**src/rtl/bvhns_pkg.sv**
```systemverilog
// Package: shared types, constants and helpers for the nearest-entry search block.
`timescale 1ns / 1ps
package bvhns_pkg;

  localparam logic [1:0] FUNC_NODE  = 2'd0;
  localparam logic [1:0] FUNC_ENTRY = 2'd1;
  localparam logic [1:0] FUNC_QUERY = 2'd2;

  localparam logic CFG_RADIUS = 1'b0;
  localparam logic CFG_COSLIM = 1'b1;

  localparam int NODE_W  = 158;
  localparam int ENTRY_W = 121;

  typedef enum logic [3:0] {
    S_IDLE,
    S_ROOT,
    S_FETCH,
    S_EVAL,
    S_DIST,
    S_CHK,
    S_DOT,
    S_DCHK,
    S_DONE
  } state_t;

  typedef struct packed {
    logic clr;
    logic acc_en;
  } mac_ctrl_t;

  function automatic logic [15:0] sat16(input logic signed [23:0] v);
    logic [15:0] r;
    if (v > 24'sd32767) begin
      r = 16'h7fff;
    end else if (v < -24'sd32768) begin
      r = 16'h8000;
    end else begin
      r = v[15:0];
    end
    return r;
  endfunction

endpackage

```
**src/rtl/bvhns_mac.sv**
```systemverilog
// Shared multiply-accumulate unit: registered product, then accumulate.
`timescale 1ns / 1ps
module bvhns_mac
  import bvhns_pkg::*;
(
  input  logic                clk,
  input  mac_ctrl_t           ctrl,
  input  logic signed [24:0]  op_a,
  input  logic signed [24:0]  op_b,
  output logic signed [51:0]  acc
);
  logic signed [49:0] prod_r;
  logic signed [51:0] acc_r;
  logic signed [51:0] acc_nxt;

  always_comb begin
    acc_nxt = acc_r;
    if (ctrl.clr) begin
      acc_nxt = '0;
    end else if (ctrl.acc_en) begin
      acc_nxt = acc_r + 52'(prod_r);
    end
  end

  always_ff @(posedge clk) begin
    prod_r <= op_a * op_b;
    acc_r  <= acc_nxt;
  end

  assign acc = acc_r;
endmodule

```
**config.mk**
```make
export PLATFORM = sky130hd
export DESIGN_NAME = bvhns_mac
export DESIGN_NICKNAME = d
export VERILOG_FILES = /design/src/rtl/bvhns_pkg.sv /design/src/rtl/bvhns_mac.sv
export SDC_FILE = /design/constraint.sdc
export NUM_CORES = 2
export LEC_CHECK = 0
export ABC_AREA = 1
export BUFFER_PORTS_ARGS = -buffer_cell sky130_fd_sc_hd__buf_2
export CAP_MARGIN = 5
export CORE_MARGIN = 4
export CORE_UTILIZATION = 60
export CTS_CLUSTER_DIAMETER = 120
export DETAILED_ROUTE_END_ITERATION = 7
export PLACE_DENSITY_LB_ADDON = 0.08
export SYNTH_ARGS = -nofsm -noshare
export SYNTH_HDL_FRONTEND = slang
export SYNTH_SLANG_ARGS = --single-unit
```
**constraint.sdc**
```tcl
create_clock -name clk -period 6.4 [get_ports clk]
set_input_delay 0.32 -clock clk [delete_from_list [all_inputs] [get_ports clk]]
set_output_delay 0.32 -clock clk [all_outputs]
set_load 0.1 [all_outputs]
```
# After elaboration in Yosys (flattened, before gate mapping)
# Index checks and enable logic that the tools add are counted.
[word_totals] register_bits=102 latchBits=0 mem_bits_rw=0 mem_bits_ro=0 in_bits=53 mem_count=0
[op_classes] addsub=1 multipliers=1 div=0 order_cmp=0 eq_ne=0 shift=0 muxes=0 bitwise_logic=0 n_reduce_logical=0
[ops] cell="$add A52 B50 Y52" n=1
[ops] cell="$mul A25 B25 Y50" n=1

# Depth between registers and ports, before layout
[depth] ltp_word=1 mapped_depth=29 depth_no_buf=27

# Worst setup path before layout
# No wires, ideal clock.
[synth_timing] kind="in2reg" from="input port op_a[24]" to="register prod_r[47]" setup_time_ps=72 arrival_time_ps=6246 required_time_ps=6328 setup_slack_ps=82 stages=23 n_path_buf=2 path_cell_list="clkbuf_1 > clkbuf_1 > nand2_1 > inv_1 > fa_1 > fa_1 > fa_1 > inv_1 > fa_1 > inv_1 > fa_1 > inv_1 > fa_1 > inv_1 > fa_1 > ha_1 > nand2_1 > nor2_1 > nand2_1 > nor4_1 > nand2_1 > nand3_1 > xor2_1"
[synth_between] elab_chain_cells=1
[synth_rtl] element="from (decl)" line_no="bvhns_mac.sv:8" text="input logic signed [24:0] op_a,"
[synth_rtl] element="$mul A25 B25 Y50" line_no="bvhns_mac.sv:26" text="prod_r <= op_a * op_b;"
[synth_rtl] element="to (signal assigned)" line_no="bvhns_mac.sv:26"
[synth_rtl] element="to (decl)" line_no="bvhns_mac.sv:12" text="logic signed [49:0] prod_r;"
# No other way between the ends.
# A chain may end at the register's enable or synchronous reset.

# Worst setup path in the final report
[layout_timing] from="input port op_a[9]" to="register prod_r[46]"
# Same word-level chain as after synthesis.

==> Flow_metrics.wiki <==
{| class="wikitable"
! Metric !! Value
|-
| Layout cells sized above 1 || 8.89%
|-
| Placer congestion estimate || 1.04
|-
| Fillcell total || 4731
|-
| Post-detailed-route DRC marker count || 0
|-
| Total standard cell area after synthesis || 0.0313 mm^2
|-
| Overall global routing resource usage || 32.2%
|-
| Register area || 0.00204 mm^2
|-
| Final cell utilization of the core || 66.5%
|-
| Max Buffers Root-to-Sink || 2
|-
| WHS Path Cells || 4
|-
| Clock root buffer master || sky130_fd_sc_hd__clkbuf_16
|-
| Final setup violation count || 0
|-
| Clock latency reported for the late side of the worst-skew pair || 0.36 ns
|-
| Outcome || finished, final reports clean
|-
| Grt total ovfl || 0
|-
| Setup repair after global routing missed its margin || true
|-
| Required time of the critical path || 6.64 ns
|-
| Most common cell after layout, fill and taps aside || sky130_fd_sc_hd__inv_1
|-
| H-tree levels || 3
|-
| Die extent in y || 236 um
|-
| Starting density of the core || 60.8%
|-
| Number of nets produced by synthesis || 5148
|-
| Number of antenna violations at the first check in global routing || 0
|-
| F_max || 160 MHz
|-
| Core area || 0.0514 mm^2
|-
| Via density per instance || 5.16
|-
| Worst Tran Pin Value || 1.12 ns
|-
| DRT Wirelength || 87600 um
|-
| Final TNS setup || 0 ns
|-
| Count of standard-cell rows || 83
|-
| First-pass GRT wire length || 143000 um
|-
| Synth cell types || 42
|-
| Number of clock buffers inserted by TritonCTS || 9
|-
| Total of buffers placed on input and output ports || 104
|-
| Fraction of the yosys area taken by sequential cells || 6.53%
|-
| Pin count of the biggest net entering global routing || 59
|-
| Launching element type of the critical path || primary input
|-
| Number of top-level pins || 105
|-
| R2r worst-path depth || 16
|-
| Dpl hpwl || 77300 um
|-
| Max Fanout on Critical Path || 13
|-
| Vias after detailed routing || 26300
|-
| Layout Nets || 5318
|-
| Hold slack || 0.450 ns
|-
| Arrival time of the worst setup path || 6.50 ns
|-
| Classification of the worst setup path || in -> reg
|-
| Minimum period implied by the final worst setup slack || 6.26 ns
|-
| Synthesis-to-finish area growth || 9.33%
|-
| Die outline area || 0.0558 mm^2
|-
| Worst slew margin || 25.2%
|-
| Antenna fix cells || 0
|-
| Average footprint of a synthesized cell || 7.36 um^2
|-
| Yosys warning count || 0
|-
| Syn Inst Count || 4244
|-
| Number of clock sinks || 102
|-
| Final worst-path cycle share || 97.8%
|-
| First-pass iteration count of the detailed router || 5
|-
| Die span in x || 236 um
|-
| ANT nets after route || 0
|-
| Multi-input logic area || 0.0240 mm^2
|-
| Top library cells by usage in the layout, fill and taps aside || 1211 x sky130_fd_sc_hd__inv_1, 1066 x sky130_fd_sc_hd__nand2_1, 659 x sky130_fd_sc_hd__fa_1, 310 x sky130_fd_sc_hd__nor2_1, 206 x sky130_fd_sc_hd__buf_4
|-
| Buffer count from post-CTS setup fixing || 0
|-
| Register bit count reported by yosys || 102
|-
| # Max-Cap Violations || 0
|-
| Number of hold violations in the final report || 0
|-
| Average wire length per cell after detail routing || 17.2 um
|-
| Path class of the lowest-slack min-delay path || in -> reg
|-
| Category of the worst setup path capture point || flip-flop
|-
| Initial DRC Count || 1812
|-
| CTS tree || yes
|-
| Vias in the first global route || 27200
|-
| CTS clock-pin slew for the worst setup and hold paths || 0.07 ns
|-
| Worst clock skew || 0.00852 ns
|-
| Pins over their slew limit || 0
|}
## cell type report
type                            instances  share of cell area (%)
Clock buffer                            9                   0.659
Clock inverter                          7                   0.231
Inverter                             1220                    13.4
Multi-Input combinational cell       2756                    70.3
Sequential cell                       102                    5.98
Tap cell                              680                    2.49
Timing Repair Buffer                  325                    6.97
## flip-flops by register name, indices dropped and copies added, names as in the netlist
name,flops
acc,52
prod_r,50
## logic make-up (layout without fill, tap and decap cells)
group,count (synthesis),after routing,share of synthesized area (%)
AO/OA/AOI/OAI,275,275,5.00
flip-flops,102,102,6.53
adder cells (fa/ha/maj),851,851,49.9
XOR/XNOR,79,79,2.21
AND/OR/NAND/NOR,1551,1551,19.7
buffers and inverters,1386,1561,16.6
## per-stage QoR
| stage | setup WS (ns) | area [um^2] | cells |
|---|---|---|---|
| after floorplan | 0.0823 | 31300 | 4244 |
| after global placement | -0.262 | 33800 | 5083 |
| after detailed placement | -0.299 | 33800 | 5083 |
| after CTS | 0.0880 | 34200 | 5099 |
| after global routing | -0.0657 | 34200 | 5099 |
| final | 0.143 | 34200 | 5099 |
## path summary, 6_finish.rpt
kind	slack (ns)	to	start
worst max register to register	3.48	acc[30]$_SDFFE_PP0P_	acc[0]$_SDFFE_PP0P_
worst min register to register	0.50	acc[0]$_SDFFE_PP0P_	acc[0]$_SDFFE_PP0P_
worst min-delay path	0.45	acc[33]$_SDFFE_PP0P_	ctrl[0]
worst max-delay path	0.14	prod_r[46]$_DFF_P_	op_a[9]
## routing by layer
| layer | up-vias | share of wire [%] | track usage [%] |
|---|---|---|---|
| li1 | 12400 | - | - |
| met1 | 12800 | 42 | 43.9 |
| met2 | 850 | 47 | 53.9 |
| met3 | 204 | 6.1 | 4.21 |
| met4 | 0 | 4.2 | 10.9 |
| met5 | - | 0 | 0 |
## Yosys cell counts
master / instances / area share, %
sky130_fd_sc_hd__inv_1: 1211 / 15
sky130_fd_sc_hd__nand2_1: 1066 / 13
sky130_fd_sc_hd__fa_1: 659 / 42
sky130_fd_sc_hd__nor2_1: 310 / 3.7
sky130_fd_sc_hd__ha_1: 192 / 7.7
sky130_fd_sc_hd__clkbuf_1: 163 / 2.0
sky130_fd_sc_hd__a21oi_1: 116 / 1.9
sky130_fd_sc_hd__dfxtp_1: 102 / 6.5
sky130_fd_sc_hd__nand3_1: 89 / 1.4
sky130_fd_sc_hd__o21ai_0: 72 / 1.2
sky130_fd_sc_hd__xor2_1: 61 / 1.7
sky130_fd_sc_hd__nand4_1: 29 / 0.58
sky130_fd_sc_hd__o21bai_1: 23 / 0.55
sky130_fd_sc_hd__o21ai_1: 21 / 0.34
sky130_fd_sc_hd__xnor2_1: 18 / 0.50
sky130_fd_sc_hd__nor3_1: 14 / 0.22
sky130_fd_sc_hd__a21o_1: 11 / 0.26
sky130_fd_sc_hd__a31oi_1: 10 / 0.20
sky130_fd_sc_hd__nor2_2: 9 / 0.18
sky130_fd_sc_hd__inv_2: 8 / 0.096
sky130_fd_sc_hd__nand2_2: 8 / 0.16
sky130_fd_sc_hd__nor4_1: 7 / 0.14
sky130_fd_sc_hd__or2_2: 7 / 0.14
sky130_fd_sc_hd__a21oi_2: 6 / 0.17
sky130_fd_sc_hd__o21a_1: 5 / 0.12
sky130_fd_sc_hd__o21ai_2: 4 / 0.11
sky130_fd_sc_hd__and2_1: 3 / 0.060
sky130_fd_sc_hd__nand3_2: 3 / 0.096
sky130_fd_sc_hd__a21boi_0: 2 / 0.048
sky130_fd_sc_hd__buf_1: 2 / 0.024
sky130_fd_sc_hd__nand3b_1: 2 / 0.048
sky130_fd_sc_hd__a211oi_1: 1 / 0.024
sky130_fd_sc_hd__a21boi_2: 1 / 0.036
sky130_fd_sc_hd__a21boi_4: 1 / 0.060
sky130_fd_sc_hd__and3_1: 1 / 0.020
sky130_fd_sc_hd__buf_2: 1 / 0.016
sky130_fd_sc_hd__clkinv_1: 1 / 0.012
sky130_fd_sc_hd__nor2_4: 1 / 0.036
sky130_fd_sc_hd__nor3_2: 1 / 0.032
sky130_fd_sc_hd__nor4_2: 1 / 0.040
sky130_fd_sc_hd__o211ai_1: 1 / 0.024
sky130_fd_sc_hd__o211ai_2: 1 / 0.040
## what timing repair did
item                                    in CTS  in global routing
resized for setup                            0                  8
hold buffers                                 0                  0
endpoints found under the setup margin       0                 12
## worst max-delay path: stages
cell and delay, ns:
sky130_fd_sc_hd__buf_2 0.34, sky130_fd_sc_hd__buf_4 0.26, sky130_fd_sc_hd__nand2_1 0.09, sky130_fd_sc_hd__fa_1 0.54
sky130_fd_sc_hd__inv_1 0.05, sky130_fd_sc_hd__fa_1 0.51, sky130_fd_sc_hd__fa_1 0.57, sky130_fd_sc_hd__fa_1 0.45
sky130_fd_sc_hd__fa_1 0.48, sky130_fd_sc_hd__fa_1 0.51, sky130_fd_sc_hd__inv_1 0.05, sky130_fd_sc_hd__fa_1 0.47
sky130_fd_sc_hd__inv_1 0.04, sky130_fd_sc_hd__ha_1 0.32, sky130_fd_sc_hd__a21oi_1 0.24, sky130_fd_sc_hd__o21ai_1 0.19
sky130_fd_sc_hd__inv_1 0.15, sky130_fd_sc_hd__o21ai_0 0.14, sky130_fd_sc_hd__o21ai_0 0.41, sky130_fd_sc_hd__nand3_1 0.17
sky130_fd_sc_hd__xor2_1 0.18
Power is not shown: default switching activity piles up to over one toggle a cycle in this logic, so the estimate is an artifact.
